### src/design/rfb_pkg.sv
`timescale 1ns / 1ps

package rfb_pkg;

  localparam int unsigned FRAME_WIDTH  = 320;
  localparam int unsigned FRAME_HEIGHT = 170;

  localparam int unsigned PIXELS     = FRAME_WIDTH * FRAME_HEIGHT;
  localparam int unsigned ADDR_W     = $clog2(PIXELS);
  localparam int unsigned HDR_BYTES  = 54;
  localparam int unsigned HDR_IDX_W  = $clog2(HDR_BYTES);
  localparam int unsigned ROW_BYTES  = FRAME_WIDTH * 3;
  localparam int unsigned DATA_BYTES = ROW_BYTES * FRAME_HEIGHT;
  localparam int unsigned FILE_BYTES = HDR_BYTES + DATA_BYTES;
  localparam int unsigned INFO_BYTES = 40;
  localparam int unsigned BITS_PER_PX = 24;
  localparam int unsigned PX_PER_METER = 2835;
  localparam int unsigned PLANES     = 1;
  localparam logic [7:0] MAGIC_B     = 8'h42;
  localparam logic [7:0] MAGIC_M     = 8'h4D;

  localparam int unsigned B5_MAX    = 31;
  localparam int unsigned G6_MAX    = 63;
  localparam int unsigned COLOR_MAX = 255;

  localparam int unsigned PIX_W  = 16;
  localparam int unsigned OFF_W  = 18;
  localparam int unsigned BYTE_W = 8;
  localparam int unsigned S_TDATA_W = 56;
  localparam int unsigned M_TDATA_W = 8;

  localparam logic OP_STORE = 1'b0;
  localparam logic OP_READ  = 1'b1;

  localparam int unsigned QUEUE_DEPTH = 4;

  // Exact division by a constant through a reciprocal for values below 2**OFF_W.
  localparam int unsigned SH3 = OFF_W + 2;
  localparam int unsigned SHW = OFF_W + $clog2(FRAME_WIDTH);
  localparam longint unsigned RECIP3_L = ((64'd1 << SH3) + 64'd2) / 64'd3;
  localparam longint unsigned RECIPW_L =
    ((64'd1 << SHW) + 64'(FRAME_WIDTH) - 64'd1) / 64'(FRAME_WIDTH);
  localparam logic [OFF_W:0] RECIP3_C = RECIP3_L[OFF_W:0];
  localparam logic [OFF_W:0] RECIPW_C = RECIPW_L[OFF_W:0];
  localparam logic [31:0] LAST_ROW_BASE = 32'((FRAME_HEIGHT - 1) * FRAME_WIDTH);

  typedef enum logic [1:0] {
    CMD_WRITE,
    CMD_READ_HDR,
    CMD_READ_PIX,
    CMD_READ_OUT
  } cmd_kind_e;

  typedef struct packed {
    cmd_kind_e             kind;
    logic [ADDR_W-1:0]     addr;
    logic [PIX_W-1:0]      wdata;
    logic [HDR_IDX_W-1:0]  hdr_idx;
    logic [1:0]            comp;
  } cmd_t;

  typedef logic [HDR_BYTES-1:0][7:0] hdr_tab_t;
  typedef logic [31:0][7:0] scale5_tab_t;
  typedef logic [63:0][7:0] scale6_tab_t;

  function automatic hdr_tab_t build_hdr();
    hdr_tab_t t;
    logic [31:0] file_sz, data_off, info_sz, wid, hgt, img_sz, ppm;
    t        = '0;
    file_sz  = 32'(FILE_BYTES);
    data_off = 32'(HDR_BYTES);
    info_sz  = 32'(INFO_BYTES);
    wid      = 32'(FRAME_WIDTH);
    hgt      = 32'(FRAME_HEIGHT);
    img_sz   = 32'(DATA_BYTES);
    ppm      = 32'(PX_PER_METER);
    t[0] = MAGIC_B;
    t[1] = MAGIC_M;
    for (int k = 0; k < 4; k++) begin
      t[2 + k]  = file_sz[8*k +: 8];
      t[10 + k] = data_off[8*k +: 8];
      t[14 + k] = info_sz[8*k +: 8];
      t[18 + k] = wid[8*k +: 8];
      t[22 + k] = hgt[8*k +: 8];
      t[34 + k] = img_sz[8*k +: 8];
      t[38 + k] = ppm[8*k +: 8];
      t[42 + k] = ppm[8*k +: 8];
    end
    t[26] = 8'(PLANES);
    t[28] = 8'(BITS_PER_PX);
    return t;
  endfunction

  function automatic scale5_tab_t build_scale5();
    scale5_tab_t t;
    for (int c = 0; c < 32; c++) begin
      t[c] = 8'((c * COLOR_MAX) / B5_MAX);
    end
    return t;
  endfunction

  function automatic scale6_tab_t build_scale6();
    scale6_tab_t t;
    for (int c = 0; c < 64; c++) begin
      t[c] = 8'((c * COLOR_MAX) / G6_MAX);
    end
    return t;
  endfunction

  localparam hdr_tab_t    HDR_TAB    = build_hdr();
  localparam scale5_tab_t SCALE5_TAB = build_scale5();
  localparam scale6_tab_t SCALE6_TAB = build_scale6();

endpackage

### src/design/rfb_front.sv
`timescale 1ns / 1ps

module rfb_front import rfb_pkg::*; (
  input  logic                 clk_i,
  input  logic                 rst_ni,
  input  logic                 s_axis_tvalid_i,
  output logic                 s_axis_tready_o,
  input  logic [S_TDATA_W-1:0] s_axis_tdata_i,
  input  logic [0:0]           s_axis_tuser_i,
  output logic                 push_o,
  output cmd_t                 push_cmd_o,
  input  logic                 full_i
);

  typedef struct packed {
    cmd_t             cmd;
    logic [OFF_W-1:0] off;
    logic [OFF_W-1:0] p;
    logic [OFF_W-1:0] row;
  } stage_t;

  stage_t s1_q, s1_d, s2_q, s2_d, s3_q, s3_d, s4_q, s4_d;
  logic   v1_q, v1_d, v2_q, v3_q, v4_q;
  logic   en, accept;

  logic [PIX_W-1:0]   pixel_index;
  logic [PIX_W-1:0]   pixel_value;
  logic [OFF_W-1:0]   byte_offset;
  logic [2*OFF_W:0]   prod3, prodw;
  logic [OFF_W-1:0]   rem;
  logic [31:0]        idx_full;

  assign pixel_index = s_axis_tdata_i[15:0];
  assign pixel_value = s_axis_tdata_i[31:16];
  assign byte_offset = s_axis_tdata_i[49:32];

  assign en              = !v4_q || !full_i;
  assign accept          = s_axis_tvalid_i && en;
  assign s_axis_tready_o = en;
  assign push_o          = v4_q && !full_i;
  assign push_cmd_o      = s4_q.cmd;

  always_comb begin
    s1_d             = '0;
    s1_d.cmd.addr    = ADDR_W'(pixel_index);
    s1_d.cmd.wdata   = pixel_value;
    s1_d.cmd.hdr_idx = byte_offset[HDR_IDX_W-1:0];
    s1_d.off         = OFF_W'(byte_offset - OFF_W'(HDR_BYTES));
    v1_d             = accept;
    if (s_axis_tuser_i[0] == OP_STORE) begin
      s1_d.cmd.kind = CMD_WRITE;
      if (32'(pixel_index) >= 32'(PIXELS)) begin
        v1_d = 1'b0;
      end
    end else if (32'(byte_offset) >= 32'(FILE_BYTES)) begin
      s1_d.cmd.kind = CMD_READ_OUT;
    end else if (32'(byte_offset) < 32'(HDR_BYTES)) begin
      s1_d.cmd.kind = CMD_READ_HDR;
    end else begin
      s1_d.cmd.kind = CMD_READ_PIX;
    end
  end

  // Pixel number within the data area: offset divided by three.
  always_comb begin
    prod3  = (2*OFF_W+1)'(s1_q.off) * (2*OFF_W+1)'(RECIP3_C);
    s2_d   = s1_q;
    s2_d.p = OFF_W'(prod3 >> SH3);
  end

  // Row counted from the bottom and the color component of the byte.
  always_comb begin
    prodw         = (2*OFF_W+1)'(s2_q.p) * (2*OFF_W+1)'(RECIPW_C);
    rem           = s2_q.off - (s2_q.p << 1) - s2_q.p;
    s3_d          = s2_q;
    s3_d.row      = OFF_W'(prodw >> SHW);
    s3_d.cmd.comp = rem[1:0];
  end

  // Top-down store address of the pixel in that row.
  always_comb begin
    idx_full = LAST_ROW_BASE + 32'(s3_q.p)
             - ((32'(s3_q.row) * 32'(FRAME_WIDTH)) << 1);
    s4_d     = s3_q;
    if (s3_q.cmd.kind == CMD_READ_PIX) begin
      s4_d.cmd.addr = ADDR_W'(idx_full);
    end
  end

  always_ff @(posedge clk_i or negedge rst_ni) begin
    if (!rst_ni) begin
      v1_q <= 1'b0;
      v2_q <= 1'b0;
      v3_q <= 1'b0;
      v4_q <= 1'b0;
    end else if (en) begin
      v1_q <= v1_d;
      v2_q <= v1_q;
      v3_q <= v2_q;
      v4_q <= v3_q;
    end
  end

  always_ff @(posedge clk_i) begin
    if (en) begin
      s1_q <= s1_d;
      s2_q <= s2_d;
      s3_q <= s3_d;
      s4_q <= s4_d;
    end
  end

endmodule

### config.mk
export PLATFORM = sky130hd
export DESIGN_NAME = rfb_front
export DESIGN_NICKNAME = d
export VERILOG_FILES = /design/src/design/rfb_pkg.sv /design/src/design/rfb_front.sv
export SDC_FILE = /design/constraint.sdc
export NUM_CORES = 1
export LEC_CHECK = 0
export ABC_AREA = 1
export BUFFER_PORTS_ARGS = -buffer_cell sky130_fd_sc_hd__buf_2
export CAP_MARGIN = 25
export CORE_ASPECT_RATIO = 1.2
export CORE_MARGIN = 2
export CORE_UTILIZATION = 40
export DETAILED_ROUTE_END_ITERATION = 10
export GPL_TIMING_DRIVEN = 0
export PLACE_DENSITY = 0.66
export SYNTH_ARGS = -nofsm -noshare
export SYNTH_HDL_FRONTEND = slang
export SYNTH_SLANG_ARGS = --single-unit
### constraint.sdc
create_clock -name clk_i -period 13.2 [get_ports clk_i]
set_input_delay 3.96 -clock clk_i [delete_from_list [all_inputs] [get_ports clk_i]]
set_output_delay 3.96 -clock clk_i [all_outputs]
set_load 0.03 [all_outputs]
==> flow_summary.ini <==
[synth]
yosysSeqAreaShare_pct = 33.6
yosys_warnings = 0
synth_seq_cells = 228
syn_area_per_cell_um2 = 10.0
synth.distinct_cells = 43
synth_nets = 2601
netlist_area_um2 = 20300
synth_cells = 2027

[clocking]
path_clk_slew_ns = 0.06
cts_sinks = 228
cts-resized-gates = 0
cts_buffer_depth = 3
cts_tree = yes
cts_buffers = 25
cts_htree_levels = 1
cts_setup_buffers = 0
hold_buffers = 0
root_buffer = clkbuf_16
clkLatencyLatePin_ns = 0.54

[sta]
report.final.slew_viol_count = 0
fin_crit_ns = 9.08
rsz0062_at_grt = no
fmax_mhz = 110
period_share_pct = 68.8
worst_slew_pin_slew_ns = 0.531
relSlewSlack_pct = 64.6
fin_skew_ns = 0.0130
finalSetupViolCount = 0
finalHoldViolCount = 0

[place]
gp_congestion = 0.935
placed_cells = 2772
port_buffers = 98
hpwl_um = 37200

[route]
wl_um = 43300
wl_per_cell_um = 15.4
first_pass_iters = 8
route.detailed.drc = 0
postRouteAntennaNets = 0
drt_iter0_markers = 561
vias = 13600
viasPerCell = 4.81

[floorplan]
initial_core_util_pct = 40.4
die_w_um = 210
ioPinCount = 105
fp.dieH_um = 251
core_area_um2 = 50200
dieArea_um2 = 52600
rows = 90

[critical_path]
crit_arrival_ns = 5.12
path_buf_inv = 3
worstPathRequired_ns = 9.24
crit_path_frequent_cell = buf_2
cp_top_family = buffers and inverters
start_kind = input port
path_class = in2out
critPathCaptureType = output port
crit_path_top_delay_cell = buf_16
crit_chain = buf_2, nand2_4, buf_16, buf_2
critical_path.max_fanout = 80
slowest_delay_ns = 0.35

[grt]
grt_use_total_pct = 16.8
antenna_found_initial = 0
grt_max_degree = 81
grt_pass1_wl_um = 70500
grt_overflow = 0
grt_pass1_vias = 14300

[final_layout]
drive_above_1_share_pct = 7.96
finalNonFillerCells = 2818
syn_to_final_growth_pct = 11.0
nNetsFinal = 2729
diodes = 0

[job]
cap_violations = 0

[hold_path]
hp-class = reg2reg

[run_status]
status = completed
final timing paths:
kind | slack, ns | end | depth (start not counted) | from
max reg2reg | 7.66 | s3_q[2] | 18 | s2_q[33]
max in group asynchronous | 9.87 | v4_q | 1 | rst_ni
max | 4.12 | s_axis_tready_o | 4 | full_i
min reg2reg | 0.41 | s2_q[83] | 0 | s1_q[83]
min | 0.41 | s2_q[83] | 0 | s1_q[83]
min in group asynchronous | 3.22 | v2_q | 1 | rst_ni
through the flow:
step	hold WS (ns)	instance area [um^2]	setup TNS, ns	util (%)	worst slack (ns)
2_1_floorplan	0.400	20300	0	-	0.310
3_3_place_gp	0.400	21600	-2.27	43.0	-2.27
3_5_place_dp	0.405	21700	0	43.2	4.11
4_1_cts	0.418	22500	0	44.9	4.11
5_1_grt	0.422	22500	0	44.9	4.03
6_report	0.414	22500	0	44.9	4.12
state kept, by name, summed over array words and instances (netlist names):
signal,cells
s3_q,67
v3_q,1
s1_q,57
v1_q,1
v2_q,1
v4_q,1
push_cmd_o,42
s2_q,58
cell families (layout without fill, tap and decap cells):
group / after synthesis / after routing / share of synthesized area (%)
fa+ha+maj: 513 / 513 / 39.0
simple gates: 562 / 562 / 11.6
buf+inv: 511 / 658 / 9.45
compound gates: 182 / 182 / 5.04
flops: 228 / 228 / 33.6
mux: 1 / 1 / 0.0554
xor+xnor: 30 / 30 / 1.29
Yosys cell counts:
library cell	number	area (um^2)
edfxtp_1	224	6730
ha_1	313	3920
a21oi_2	4	35.0
nor3_2	3	30.0
a21boi_0	3	22.5
nand3b_1	2	15.0
xor2_1	15	131
a21o_2	1	8.76
or2_1	2	12.5
and2_1	2	12.5
fa_1	200	4000
o21a_1	5	37.5
o31ai_1	3	22.5
or2_2	1	6.26
nor2_2	7	43.8
a21o_1	9	67.6
buf_2	1	5.00
nor3b_1	1	7.51
a21oi_1	83	415
inv_2	2	7.51
dfrtp_1	4	100
a211oi_1	1	7.51
nor2_4	2	22.5
nand3_1	65	325
nor4_2	1	12.5
a31oi_1	8	50.1
mux2_2	1	11.3
a21boi_1	1	7.51
nand3_2	1	10.0
clkbuf_1	1	3.75
nand4_1	10	62.6
nor3_1	17	85.1
xnor2_1	15	131
inv_1	507	1900
o21ai_2	2	17.5
nand2_2	4	25.0
and3_1	3	18.8
o211ai_1	2	15.0
o21ai_0	53	265
o21bai_1	7	52.6
nand2_1	322	1210
nor4_1	2	12.5
nor2_1	117	439
metal layers:
metal / part of all wire [%] / global-route usage, % / up-vias
li1: - / - / 6743
met1: 42 / 19.9 / 6538
met2: 52 / 31.5 / 194
met3: 2.3 / 1.66 / 79
met4: 3.6 / 5.86 / 0
met5: 0 / 0 / -
cell usage in the layout, fill, tap and decap left out, types with 5 or more instances in the layout:
master / n
o21a_1: 5
fa_1: 200
nand3_1: 65
clkinv_1: 5
a21o_1: 9
edfxtp_1: 224
ha_1: 313
o21bai_1: 7
nor2_2: 7
inv_1: 507
nand2_1: 321
o21ai_0: 53
clkbuf_16: 25
xor2_1: 15
xnor2_1: 15
buf_2: 99
a31oi_1: 8
nor3_1: 17
nand4_1: 10
nor2_1: 117
a21oi_1: 83
final cells by class:
| class | count | area (um^2) |
|---|---|---|
| fill | 4750 | 27700 |
| multi-input combinational | 1288 | 11600 |
| buffer | 2 | 8.76 |
| clock inverter | 21 | 216 |
| inverter | 509 | 1910 |
| timing repair buffer | 101 | 573 |
| sequential | 228 | 6830 |
| clock buffer | 25 | 626 |
| tap | 644 | 806 |
Power is not shown: default switching activity piles up to over one toggle a cycle in this logic, so the estimate is an artifact.
