--- config.mk ---
export PLATFORM = sky130hd
export DESIGN_NAME = rfb_queue
export DESIGN_NICKNAME = d
export VERILOG_FILES = /design/src/design/rfb_pkg.sv /design/src/design/rfb_queue.sv
export SDC_FILE = /design/constraint.sdc
export NUM_CORES = 1
export LEC_CHECK = 0
export CAP_MARGIN = 20
export CORE_MARGIN = 3
export CORE_UTILIZATION = 55
export CTS_CLUSTER_SIZE = 12
export DETAILED_ROUTE_END_ITERATION = 8
export DONT_BUFFER_PORTS = 1
export PLACE_DENSITY = 0.79
export SLEW_MARGIN = 0
export SYNTH_ARGS = -nofsm -noshare
export SYNTH_HDL_FRONTEND = slang
export SYNTH_SLANG_ARGS = --single-unit
--- constraint.sdc ---
create_clock -name clk_i -period 1.9 [get_ports clk_i]
set_input_delay 0.38 -clock clk_i [delete_from_list [all_inputs] [get_ports clk_i]]
set_output_delay 0.38 -clock clk_i [all_outputs]
set_load 0.01 [all_outputs]
--- src/design/rfb_pkg.sv ---
`timescale 1ns / 1ps

package rfb_pkg;

  localparam int unsigned FRAME_WIDTH  = 320;
  localparam int unsigned FRAME_HEIGHT = 170;

  localparam int unsigned PIXELS     = FRAME_WIDTH * FRAME_HEIGHT;
  localparam int unsigned ADDR_W     = $clog2(PIXELS);
  localparam int unsigned HDR_BYTES  = 54;
  localparam int unsigned HDR_IDX_W  = $clog2(HDR_BYTES);
  localparam int unsigned ROW_BYTES  = FRAME_WIDTH * 3;
  localparam int unsigned DATA_BYTES = ROW_BYTES * FRAME_HEIGHT;
  localparam int unsigned FILE_BYTES = HDR_BYTES + DATA_BYTES;
  localparam int unsigned INFO_BYTES = 40;
  localparam int unsigned BITS_PER_PX = 24;
  localparam int unsigned PX_PER_METER = 2835;
  localparam int unsigned PLANES     = 1;
  localparam logic [7:0] MAGIC_B     = 8'h42;
  localparam logic [7:0] MAGIC_M     = 8'h4D;

  localparam int unsigned B5_MAX    = 31;
  localparam int unsigned G6_MAX    = 63;
  localparam int unsigned COLOR_MAX = 255;

  localparam int unsigned PIX_W  = 16;
  localparam int unsigned OFF_W  = 18;
  localparam int unsigned BYTE_W = 8;
  localparam int unsigned S_TDATA_W = 56;
  localparam int unsigned M_TDATA_W = 8;

  localparam logic OP_STORE = 1'b0;
  localparam logic OP_READ  = 1'b1;

  localparam int unsigned QUEUE_DEPTH = 4;

  // Exact division by a constant through a reciprocal for values below 2**OFF_W.
  localparam int unsigned SH3 = OFF_W + 2;
  localparam int unsigned SHW = OFF_W + $clog2(FRAME_WIDTH);
  localparam longint unsigned RECIP3_L = ((64'd1 << SH3) + 64'd2) / 64'd3;
  localparam longint unsigned RECIPW_L =
    ((64'd1 << SHW) + 64'(FRAME_WIDTH) - 64'd1) / 64'(FRAME_WIDTH);
  localparam logic [OFF_W:0] RECIP3_C = RECIP3_L[OFF_W:0];
  localparam logic [OFF_W:0] RECIPW_C = RECIPW_L[OFF_W:0];
  localparam logic [31:0] LAST_ROW_BASE = 32'((FRAME_HEIGHT - 1) * FRAME_WIDTH);

  typedef enum logic [1:0] {
    CMD_WRITE,
    CMD_READ_HDR,
    CMD_READ_PIX,
    CMD_READ_OUT
  } cmd_kind_e;

  typedef struct packed {
    cmd_kind_e             kind;
    logic [ADDR_W-1:0]     addr;
    logic [PIX_W-1:0]      wdata;
    logic [HDR_IDX_W-1:0]  hdr_idx;
    logic [1:0]            comp;
  } cmd_t;

  typedef logic [HDR_BYTES-1:0][7:0] hdr_tab_t;
  typedef logic [31:0][7:0] scale5_tab_t;
  typedef logic [63:0][7:0] scale6_tab_t;

  function automatic hdr_tab_t build_hdr();
    hdr_tab_t t;
    logic [31:0] file_sz, data_off, info_sz, wid, hgt, img_sz, ppm;
    t        = '0;
    file_sz  = 32'(FILE_BYTES);
    data_off = 32'(HDR_BYTES);
    info_sz  = 32'(INFO_BYTES);
    wid      = 32'(FRAME_WIDTH);
    hgt      = 32'(FRAME_HEIGHT);
    img_sz   = 32'(DATA_BYTES);
    ppm      = 32'(PX_PER_METER);
    t[0] = MAGIC_B;
    t[1] = MAGIC_M;
    for (int k = 0; k < 4; k++) begin
      t[2 + k]  = file_sz[8*k +: 8];
      t[10 + k] = data_off[8*k +: 8];
      t[14 + k] = info_sz[8*k +: 8];
      t[18 + k] = wid[8*k +: 8];
      t[22 + k] = hgt[8*k +: 8];
      t[34 + k] = img_sz[8*k +: 8];
      t[38 + k] = ppm[8*k +: 8];
      t[42 + k] = ppm[8*k +: 8];
    end
    t[26] = 8'(PLANES);
    t[28] = 8'(BITS_PER_PX);
    return t;
  endfunction

  function automatic scale5_tab_t build_scale5();
    scale5_tab_t t;
    for (int c = 0; c < 32; c++) begin
      t[c] = 8'((c * COLOR_MAX) / B5_MAX);
    end
    return t;
  endfunction

  function automatic scale6_tab_t build_scale6();
    scale6_tab_t t;
    for (int c = 0; c < 64; c++) begin
      t[c] = 8'((c * COLOR_MAX) / G6_MAX);
    end
    return t;
  endfunction

  localparam hdr_tab_t    HDR_TAB    = build_hdr();
  localparam scale5_tab_t SCALE5_TAB = build_scale5();
  localparam scale6_tab_t SCALE6_TAB = build_scale6();

endpackage

--- src/design/rfb_queue.sv ---
`timescale 1ns / 1ps

module rfb_queue import rfb_pkg::*; (
  input  logic clk_i,
  input  logic rst_ni,
  input  logic push_i,
  input  cmd_t push_cmd_i,
  output logic full_o,
  input  logic pop_i,
  output cmd_t pop_cmd_o,
  output logic empty_o
);

  localparam int unsigned PTR_W = $clog2(QUEUE_DEPTH);

  cmd_t             slot_q [QUEUE_DEPTH];
  logic [PTR_W-1:0] wr_ptr_q, wr_ptr_d;
  logic [PTR_W-1:0] rd_ptr_q, rd_ptr_d;
  logic [PTR_W:0]   count_q, count_d;

  assign full_o    = (count_q == (PTR_W + 1)'(QUEUE_DEPTH));
  assign empty_o   = (count_q == '0);
  assign pop_cmd_o = slot_q[rd_ptr_q];

  always_comb begin
    wr_ptr_d = push_i ? PTR_W'(wr_ptr_q + 1'b1) : wr_ptr_q;
    rd_ptr_d = pop_i ? PTR_W'(rd_ptr_q + 1'b1) : rd_ptr_q;
    count_d  = count_q;
    if (push_i && !pop_i) begin
      count_d = count_q + 1'b1;
    end else if (pop_i && !push_i) begin
      count_d = count_q - 1'b1;
    end
  end

  always_ff @(posedge clk_i or negedge rst_ni) begin
    if (!rst_ni) begin
      wr_ptr_q <= '0;
      rd_ptr_q <= '0;
      count_q  <= '0;
    end else begin
      wr_ptr_q <= wr_ptr_d;
      rd_ptr_q <= rd_ptr_d;
      count_q  <= count_d;
    end
  end

  always_ff @(posedge clk_i) begin
    if (push_i) begin
      slot_q[wr_ptr_q] <= push_cmd_i;
    end
  end

endmodule

==> results.cfg, run 1 <==
[critical_path]
cp-end-kind = output pin
reg2regPathDepth = 4
cp.depth = 3
critPathBufInv = 2
crit_slowest_cell = mux4_2
crit_end = pop_cmd_o[0]
cp-startpoint = rd_ptr_q[0]
reg2reg_slack_ns = 0.48
critPathKind = flop to output pin
rr_endpoint = slot_q[0][22]
reg2reg_from = wr_ptr_q[0]
critical-path-top-delay-family = multiplexers
path_cells = buf_12, buf_16, mux4_2
crit_path_max_fanout = 7
worstPathArrival_ns = 1.71
crit_path_start_kind = flop
cp_data_required_time_ns = 1.52
cpPeakStageDelay_ns = 0.55

[clocking]
clk_pin_slew_ns = 0.06
cts_tree = yes
clock_path_buffers = 2
cts_sinks = 175
cts_buffers = 17
h-tree-depth = 4
clk_latency_ns = 0.42
cts-root-buf = clkbuf_16

[synth]
synth_common_cells = edfxtp_1, mux4_2, dfrtp_1
yosysMostFrequentCell = edfxtp_1
synth.distinct_cells = 19
yosys_most_used_dff = edfxtp_1
yosysWarningCount = 0
yosys.area.top_type = edfxtp_1
synth_edf_count = 168
yosys.area.top_type_share_pct = 77.5
postSynthCellCount = 254
syn_nets = 306
avgSynthCellArea_um2 = 25.6
synthArstFlopShare_pct = 4.00
ys_seq_elements = 175
ys_top_cells_by_area = edfxtp_1, mux4_2, dfrtp_1
seq_area_frac_synth_pct = 80.2
syn-cell-area_um2 = 6510

[route]
wl_per_cell_um = 23.9
dr.first_iter.drc_count = 280
vias_per_cell = 5.89
routed_wl_um = 10600
drtAntennaViolNets = 0
vias = 2603
route.detailed.drc = 0
dr.pass1.iters = 4

[run_status]
outcome = finished, violations left
violations = setup timing

[floorplanning]
core_area_um2 = 11500
initial_core_util_pct = 56.6
pin_count = 90
die_w_um = 115
die_area_um2 = 13200
fp.dieH_um = 115
rows = 39

[timing]
max_freq_ghz = 0.478
skew_ns = 0.00469
rsz0062_at_grt = yes
setup_viol = 42
fin_hold_ws_ns = 0.0340
hold_violations = 0
worstMarginPinSlew_ns = 0.382
finalCritPeriodShare_pct = 110
finalMaxSlewViolations = 0
fin_crit_ns = 2.09
fin_ws_ns = -0.191
slew_headroom_pct = 74.5

[layout]
fin_area_um2 = 7460
drive_gt1_share_pct = 33.4
fin_nets = 338
diodes = 0
area_growth_pct = 14.6

[global_routing]
grt_pass1_wl_um = 16100
grt_max_degree = 43
grt-ovfl-total = 0
grtUsageTotal_pct = 17.3
antenna_found_initial = 0
grt_pass1_vias = 2835

[power]
p_leak_nw = 2.43
fin_total_pwr_mw = 11.8
p_per_area_nw_per_um2 = 1580
ir_worst_vdd_v = 0.000840

[placed_design]
place.gp.congestion = 0.732
hpwl_um = 6100
placed_cell_area_um2 = 6760
portBuffers = 0

[min_path]
min_from = pop_i
hp-class = input port to flop

[flow_run]
drv_cap = 0
state kept, by name (all words and copies together) (netlist names):
register	cells
wr_ptr_q	2
count_q	3
rd_ptr_q	2
slot_q	168
through the flow:
step,instances,setup TNS [ns],setup WS (ns),utilization (%)
finish,442,-6.92,-0.191,64.8
global route,442,-9.49,-0.252,64.8
CTS,442,-8.16,-0.214,64.7
global placement,399,0,0.159,58.7
floorplan,254,0,0.308,-
detailed placement,399,0,0.150,58.7
layout by cell type, fill, tap and decap left out, drive strengths merged:
master,synthesis,layout
mux2,1,1
dlygate4sd3,0,1
clkbuf,0,17
inv,4,6
xor2,4,4
buf,10,22
and2,4,4
mux4,42,42
dfrtp,7,7
nor3,1,1
bufinv,0,1
clkinv,0,8
clkinvlp,0,4
nand2,2,2
edfxtp,168,168
nor2,1,1
fa,1,1
ha,5,5
xnor2,2,2
nor3b,1,1
o21ai,1,1
cells by family after synthesis:
group                    after synthesis  share of synthesized area (%)
AO/OA/AOI/OAI                          1                         0.0768
XOR/XNOR                               6                          0.807
adder cells (fa/ha/maj)                6                           1.27
buffers and inverters                 14                           2.02
flip-flops                           175                           80.2
multiplexers                          43                           14.9
AND/OR/NAND/NOR                        9                          0.749
how the worst min path moves through the flow:
stage                   to  slack [ns]  cells past startpoint
2_1_floorplan   count_q[0]        0.08                      0
3_3_place_gp    count_q[1]        0.08                      0
3_5_place_dp    count_q[1]        0.08                      0
4_1_cts        rd_ptr_q[0]        0.02                      1
5_1_grt        rd_ptr_q[0]        0.01                      1
6_report       rd_ptr_q[0]        0.03                      1
final cells by class:
type                    instances  area, um^2
fillers                       741        4050
clock buffers                  17         425
repair buffers                 23         345
flip-flops and latches        175        5230
inverters                       4        15.0
well taps                     143         179
clock inverters                15         121
multi-input cells              65        1150
routing by layer:
metal | vias to the layer above | part of all wire [%] | track usage [%]
li1 | 1137 | - | -
met1 | 1354 | 37 | 19.9
met2 | 96 | 52 | 27.0
met3 | 16 | 9.7 | 8.47
met4 | 0 | 2.0 | 8.69
met5 | - | 0 | 0
power by group:
| group | internal [mW] | leakage (nW) | switching (mW) |
|---|---|---|---|
| clock | 1.79 | 0.258 | 1.38 |
| sequential | 5.07 | 1.62 | 0.219 |
| combinational | 1.64 | 0.551 | 1.69 |
| total | 8.49 | 2.43 | 3.29 |
timing repair:
action,4_1_cts,5_1_grt
setup buffers,8,0
hold endpoints to repair,7,0
gates resized for setup,10,4
setup endpoints to repair,42,42
cloned,2,0
hold buffers,1,0
Power figures use the tool's default switching activity.
==> inputs of run 2 (changes only) <==
- ABC_AREA: not set -> 1
- CAP_MARGIN: 20 -> 5
- HOLD_SLACK_MARGIN: not set -> 0.06
==> results.cfg, run 2 <==
[synth]
yosysMostFrequentCell = edfxtp_1
avgSynthCellArea_um2 = 13.2
synth_edf_count = 168
synth_common_cells = edfxtp_1, nand2_1, inv_1
ys_seq_elements = 175
yosysWarningCount = 0
yosys_most_used_dff = edfxtp_1
ys_top_cells_by_area = edfxtp_1, o211ai_1, nand2_1
syn-cell-area_um2 = 7080
seq_area_frac_synth_pct = 73.7
yosys.area.top_type_share_pct = 71.2
yosys.area.top_type = edfxtp_1
postSynthCellCount = 538
synth.distinct_cells = 18
syn_nets = 590
synthArstFlopShare_pct = 4.00

[global_routing]
antenna_found_initial = 1
grt_max_degree = 41
grt-ovfl-total = 0
grt_pass1_wl_um = 21200
grtUsageTotal_pct = 19.6
grt_pass1_vias = 4083

[layout]
fin_nets = 649
layout_common_cells = edfxtp_1, nand2_1, inv_1
largest_reg_flops = 168
stdcell_count = 778
top_regs = slot_q (168), count_q (3)
fillers = 843
multi_input_comb_area_um2 = 1310
diodes = 0
drive_gt1_share_pct = 10.8
final_util_pct = 69.1
largest_register = slot_q
final_common_cell = edfxtp_1
area_growth_pct = 20.1
seqCellArea_um2 = 5230

[placed_design]
portBuffers = 0
place.gp.congestion = 0.731
hpwl_um = 7700
place_inst = 694

[timing]
finalSetupTns_ns = -1.39
slew_headroom_pct = 72.6
skew_ns = 0.00916
finalMaxSlewViolations = 0
worstMarginPinSlew_ns = 0.411
hold_violations = 0
fin_ws_ns = -0.0825
finalCritPeriodShare_pct = 104
rsz0062_at_grt = yes
fin_crit_ns = 1.98
max_freq_ghz = 0.504
setup_viol = 36

[critical_path]
cpPeakStageDelay_ns = 0.50
crit_path_max_fanout = 40
reg2reg_from = wr_ptr_q[0]
path_cells = buf_12, buf_12, o211ai_1, nand2_1
crit_path_start_kind = flop
rr_endpoint = slot_q[0][0]
critPathBufInv = 2
crit_top_cell = buf_12
worstPathArrival_ns = 1.60
crit_slowest_cell = dfrtp_4
cp_data_required_time_ns = 1.52
critical-path-top-delay-family = flip-flops
reg2reg_slack_ns = 0.42
critPathKind = flop to output pin
reg2regPathDepth = 5
cp-end-kind = output pin

[power]
p_leak_nw = 3.32
intPower_mw = 8.60
ir_worst_vdd_v = 0.000731
power.switching_mw = 4.36
p_comb_share_pct = 32.8
swShare_pct = 33.6
p_per_area_nw_per_um2 = 1520
p_seq_share_pct = 40.9
p_clk_share_pct = 26.4

[clocking]
cts_buffers = 17
cts-root-buf = clkbuf_16
clk_latency_ns = 0.42
cts_sinks = 175
clk_pin_slew_ns = 0.06
clock_path_buffers = 2
h-tree-depth = 4
cts_tree = yes

[floorplanning]
core_area_um2 = 12300
die_w_um = 119
die_area_um2 = 14300
initial_core_util_pct = 57.5
pin_count = 90
fp.dieH_um = 119
rows = 40

[min_path]
hp-class = input port to flop
holdPathEnd = wr_ptr_q[1]
min_delay_path_depth = 2
min_from = push_i

[route]
routed_wl_um = 13400
dr.pass1.iters = 5
drtAntennaViolNets = 0
dr.first_iter.drc_count = 274
wl_per_cell_um = 17.2
vias_per_cell = 5.31
route.detailed.drc = 0
vias = 4132

[run_status]
violations = setup timing
outcome = finished, violations left

[flow_run]
drv_cap = 0
## run 2: cell count changes after synthesis, sizes merged, moves of 3 or more
| cell | delta |
|---|---|
| nand2 | +137 |
| inv | +92 |
| o211ai | +84 |
| mux4 | -42 |
| buf | +16 |
| and2 | -4 |
| clkbuf | +3 |
## run 2: worst max-delay path by stage
stage | from | end | slack, ns | cells after the start
2_1_floorplan | wr_ptr_q[0] | slot_q[2][0] | 0.005 | 4
3_3_place_gp | rd_ptr_q[0] | pop_cmd_o[11] | 0.37 | 3
3_5_place_dp | rd_ptr_q[0] | pop_cmd_o[13] | 0.33 | 4
4_1_cts | rd_ptr_q[0] | pop_cmd_o[25] | -0.09 | 4
5_1_grt | rd_ptr_q[0] | pop_cmd_o[14] | -0.17 | 4
6_report | rd_ptr_q[0] | pop_cmd_o[16] | -0.08 | 4
## run 2: cells by family after synthesis
group           Yosys count  synth area share (%)
xor+xnor                  4                 0.495
simple gates            143                  7.67
flops                   175                  73.7
buf+inv                 125                  7.99
fa+ha+maj                 6                  1.17
compound gates           85                  8.98
## run 2: metal layers
layer	vias to the layer above	GRT usage [%]	part of all wire, %
met5	-	0	0.097
met4	2	7.80	1.2
met3	16	6.36	5.7
met2	116	32.9	53
met1	2013	23.5	40
li1	1985	-	-
## run 2: stage by stage
step | total power, mW | hold slack, ns | setup WS (ns) | area (um^2)
finish | 13.0 | 0.0936 | -0.0825 | 8500
global route | 13.7 | 0.0896 | -0.165 | 8500
CTS | 12.9 | 0.0698 | -0.0921 | 8440
detailed placement | 9.14 | 0.0847 | 0.327 | 7310
global placement | 8.98 | 0.0847 | 0.367 | 7310
floorplan | 8.25 | 0.0844 | 0.00507 | 7080
## run 2: worst register-to-register path: stages (launching register included)
cell     delay (ns)
dfrtp_1        0.42
inv_1          0.10
ha_1           0.15
nand2_1        0.06
inv_2          0.19
buf_12         0.25
## run 2: final cells by class
type | count | area share [%]
Clock buffer | 18 | 5.05
Clock inverter | 14 | 1.96
Inverter | 96 | 4.24
Multi-Input combinational cell | 238 | 15.4
Sequential cell | 175 | 61.4
Tap cell | 168 | 2.47
Timing Repair Buffer | 69 | 9.46
## run 2: timing repair
action,CTS,global route
cloned,1,2
endpoints found under the setup margin,38,41
endpoints found under the hold margin,178,0
gates resized for setup,5,6
hold buffers,45,0
pin swaps,49,45
setup buffers,5,0
## run 2: power by group through the flow
| stage | registers, mW | logic, mW | clock network (mW) |
|---|---|---|---|
| after floorplan | 5.31 | 2.94 | 0 |
| after global placement | 5.40 | 3.58 | 0 |
| after detailed placement | 5.44 | 3.70 | 0 |
| after CTS | 5.29 | 4.15 | 3.49 |
| after global routing | 5.35 | 4.69 | 3.66 |
| final | 5.30 | 4.25 | 3.42 |
==> inputs of run 3 (changes only) <==
- ABC_AREA: 1 -> 0
==> results.cfg, run 3 (synthesis results as in run 1) <==
[global_routing]
antenna_found_initial = 0
grt-ovfl-total = 0
grt_pass1_vias = 3011
grt_pass1_wl_um = 16900
grtUsageTotal_pct = 17.9
grt_max_degree = 43

[timing]
skew_ns = 0.00489
rsz0062_at_grt = yes
hold_violations = 0
fin_ws_ns = -0.189
worstMarginPinSlew_ns = 0.382
fin_crit_ns = 2.09
setup_viol = 42
max_freq_ghz = 0.479
finalCritPeriodShare_pct = 110
finalMaxSlewViolations = 0
slew_headroom_pct = 74.5

[layout]
largest_register = slot_q
drive_gt1_share_pct = 29.4
layout_common_cells = edfxtp_1, dlygate4sd3_1, mux4_2
final_common_cell = edfxtp_1
fillers = 702
fin_area_um2 = 7910
multi_input_comb_area_um2 = 1150
seqCellArea_um2 = 5230
top_regs = slot_q (168), count_q (3)
fin_nets = 383
largest_reg_flops = 168
area_growth_pct = 21.5

[clocking]
clock_path_buffers = 2
clk_pin_slew_ns = 0.06
clk_latency_ns = 0.42
cts_tree = yes
cts-root-buf = clkbuf_16
cts_buffers = 17
cts_sinks = 175
h-tree-depth = 4

[critical_path]
crit_path_start_kind = flop
crit_path_max_fanout = 7
cp_data_required_time_ns = 1.52
cp-end-kind = output pin
reg2regPathDepth = 4
reg2reg_from = wr_ptr_q[0]
rr_endpoint = slot_q[2][0]
reg2reg_slack_ns = 0.47
critPathKind = flop to output pin
worstPathArrival_ns = 1.71

[floorplanning]
fp.dieH_um = 115
core_area_um2 = 11500
rows = 39
pin_count = 90
initial_core_util_pct = 56.6
die_w_um = 115
die_area_um2 = 13200

[run_status]
outcome = finished, violations left
violations = setup timing

[route]
dr.pass1.iters = 4
wl_per_cell_um = 22.6
vias = 2805
route.detailed.drc = 0
dr.first_iter.drc_count = 238
routed_wl_um = 11000
vias_per_cell = 5.75
drtAntennaViolNets = 0

[min_path]
holdPathEnd = wr_ptr_q[1]
min_from = push_i
min_delay_path_depth = 2
hp-class = input port to flop

[power]
p_leak_nw = 2.62
ir_worst_vdd_v = 0.000840
p_per_area_nw_per_um2 = 1510
fin_total_pwr_mw = 11.9

[placed_design]
hpwl_um = 6100
place.gp.congestion = 0.732
placed_cell_area_um2 = 6760
pre_cts_ws_ns = 0.150
portBuffers = 0

[flow_run]
drv_cap = 0
## run 3: cell count changes in the layout (fill, tap and decap cells not counted), sizes merged, moves of 2 or more
cell / change
nand2: -137
inv: -91
o211ai: -84
mux4: +42
and2: +4
clkbuf: -3
bufinv: -2
## run 3: critical path, cell delays in order, from the launching register on
cell and delay, ns:
dfrtp_4 0.44, buf_12 0.15, buf_16 0.14, mux4_2 0.55
## run 3: power by group
group | internal, mW | leakage (nW) | total, mW | switching, mW
combinational | 1.71 | 0.740 | 3.45 | 1.74
clock | 1.79 | 0.258 | 3.17 | 1.38
sequential | 5.06 | 1.62 | 5.29 | 0.222
## run 3: layer usage
layer	wire, um	track usage, %	up-vias	part of all wire, %
met3	721	6.32	17	6.5
met4	224	8.92	0	2.0
met1	4280	22.1	1471	39
li1	-	-	1232	-
met2	5810	28.6	85	53
met5	0	0	-	0
## run 3: metrics by stage
step | setup TNS, ns | utilization, % | hold WS [ns] | std cells
after detailed placement | 0 | 58.7 | 0.0845 | 399
after global placement | 0 | 58.7 | 0.0846 | 399
after CTS | -8.16 | 68.6 | 0.0627 | 486
final | -6.84 | 68.7 | 0.0830 | 488
after floorplan | 0 | - | 0.0844 | 254
after global routing | -9.47 | 68.7 | 0.0965 | 487
## run 3: timing repair
action	CTS	global route
cloned	2	0
resized for setup	10	4
endpoints found under the hold margin	178	0
hold buffers	45	0
setup buffers	8	1
setup endpoints to repair	42	42
## run 3: worst max path at each step
stage,startpoint,end,slack (ns),cells after the start
6_report,rd_ptr_q[0],pop_cmd_o[0],-0.19,3
5_1_grt,rd_ptr_q[0],pop_cmd_o[0],-0.25,3
4_1_cts,rd_ptr_q[0],pop_cmd_o[0],-0.21,3
3_5_place_dp,rd_ptr_q[0],pop_cmd_o[0],0.15,2
3_3_place_gp,rd_ptr_q[0],pop_cmd_o[7],0.16,2
2_1_floorplan,wr_ptr_q[0],slot_q[2][0],0.31,3
## run 3: final cells by class
| class | instances | area share, % |
|---|---|---|
| Multi-Input combinational cell | 65 | 14.5 |
| Clock buffer | 17 | 5.38 |
| Sequential cell | 175 | 66.0 |
| Timing Repair Buffer | 68 | 10.0 |
| Inverter | 4 | 0.190 |
| Antenna cell | 1 | 0.0316 |
| Tap cell | 143 | 2.26 |
| Clock inverter | 15 | 1.53 |
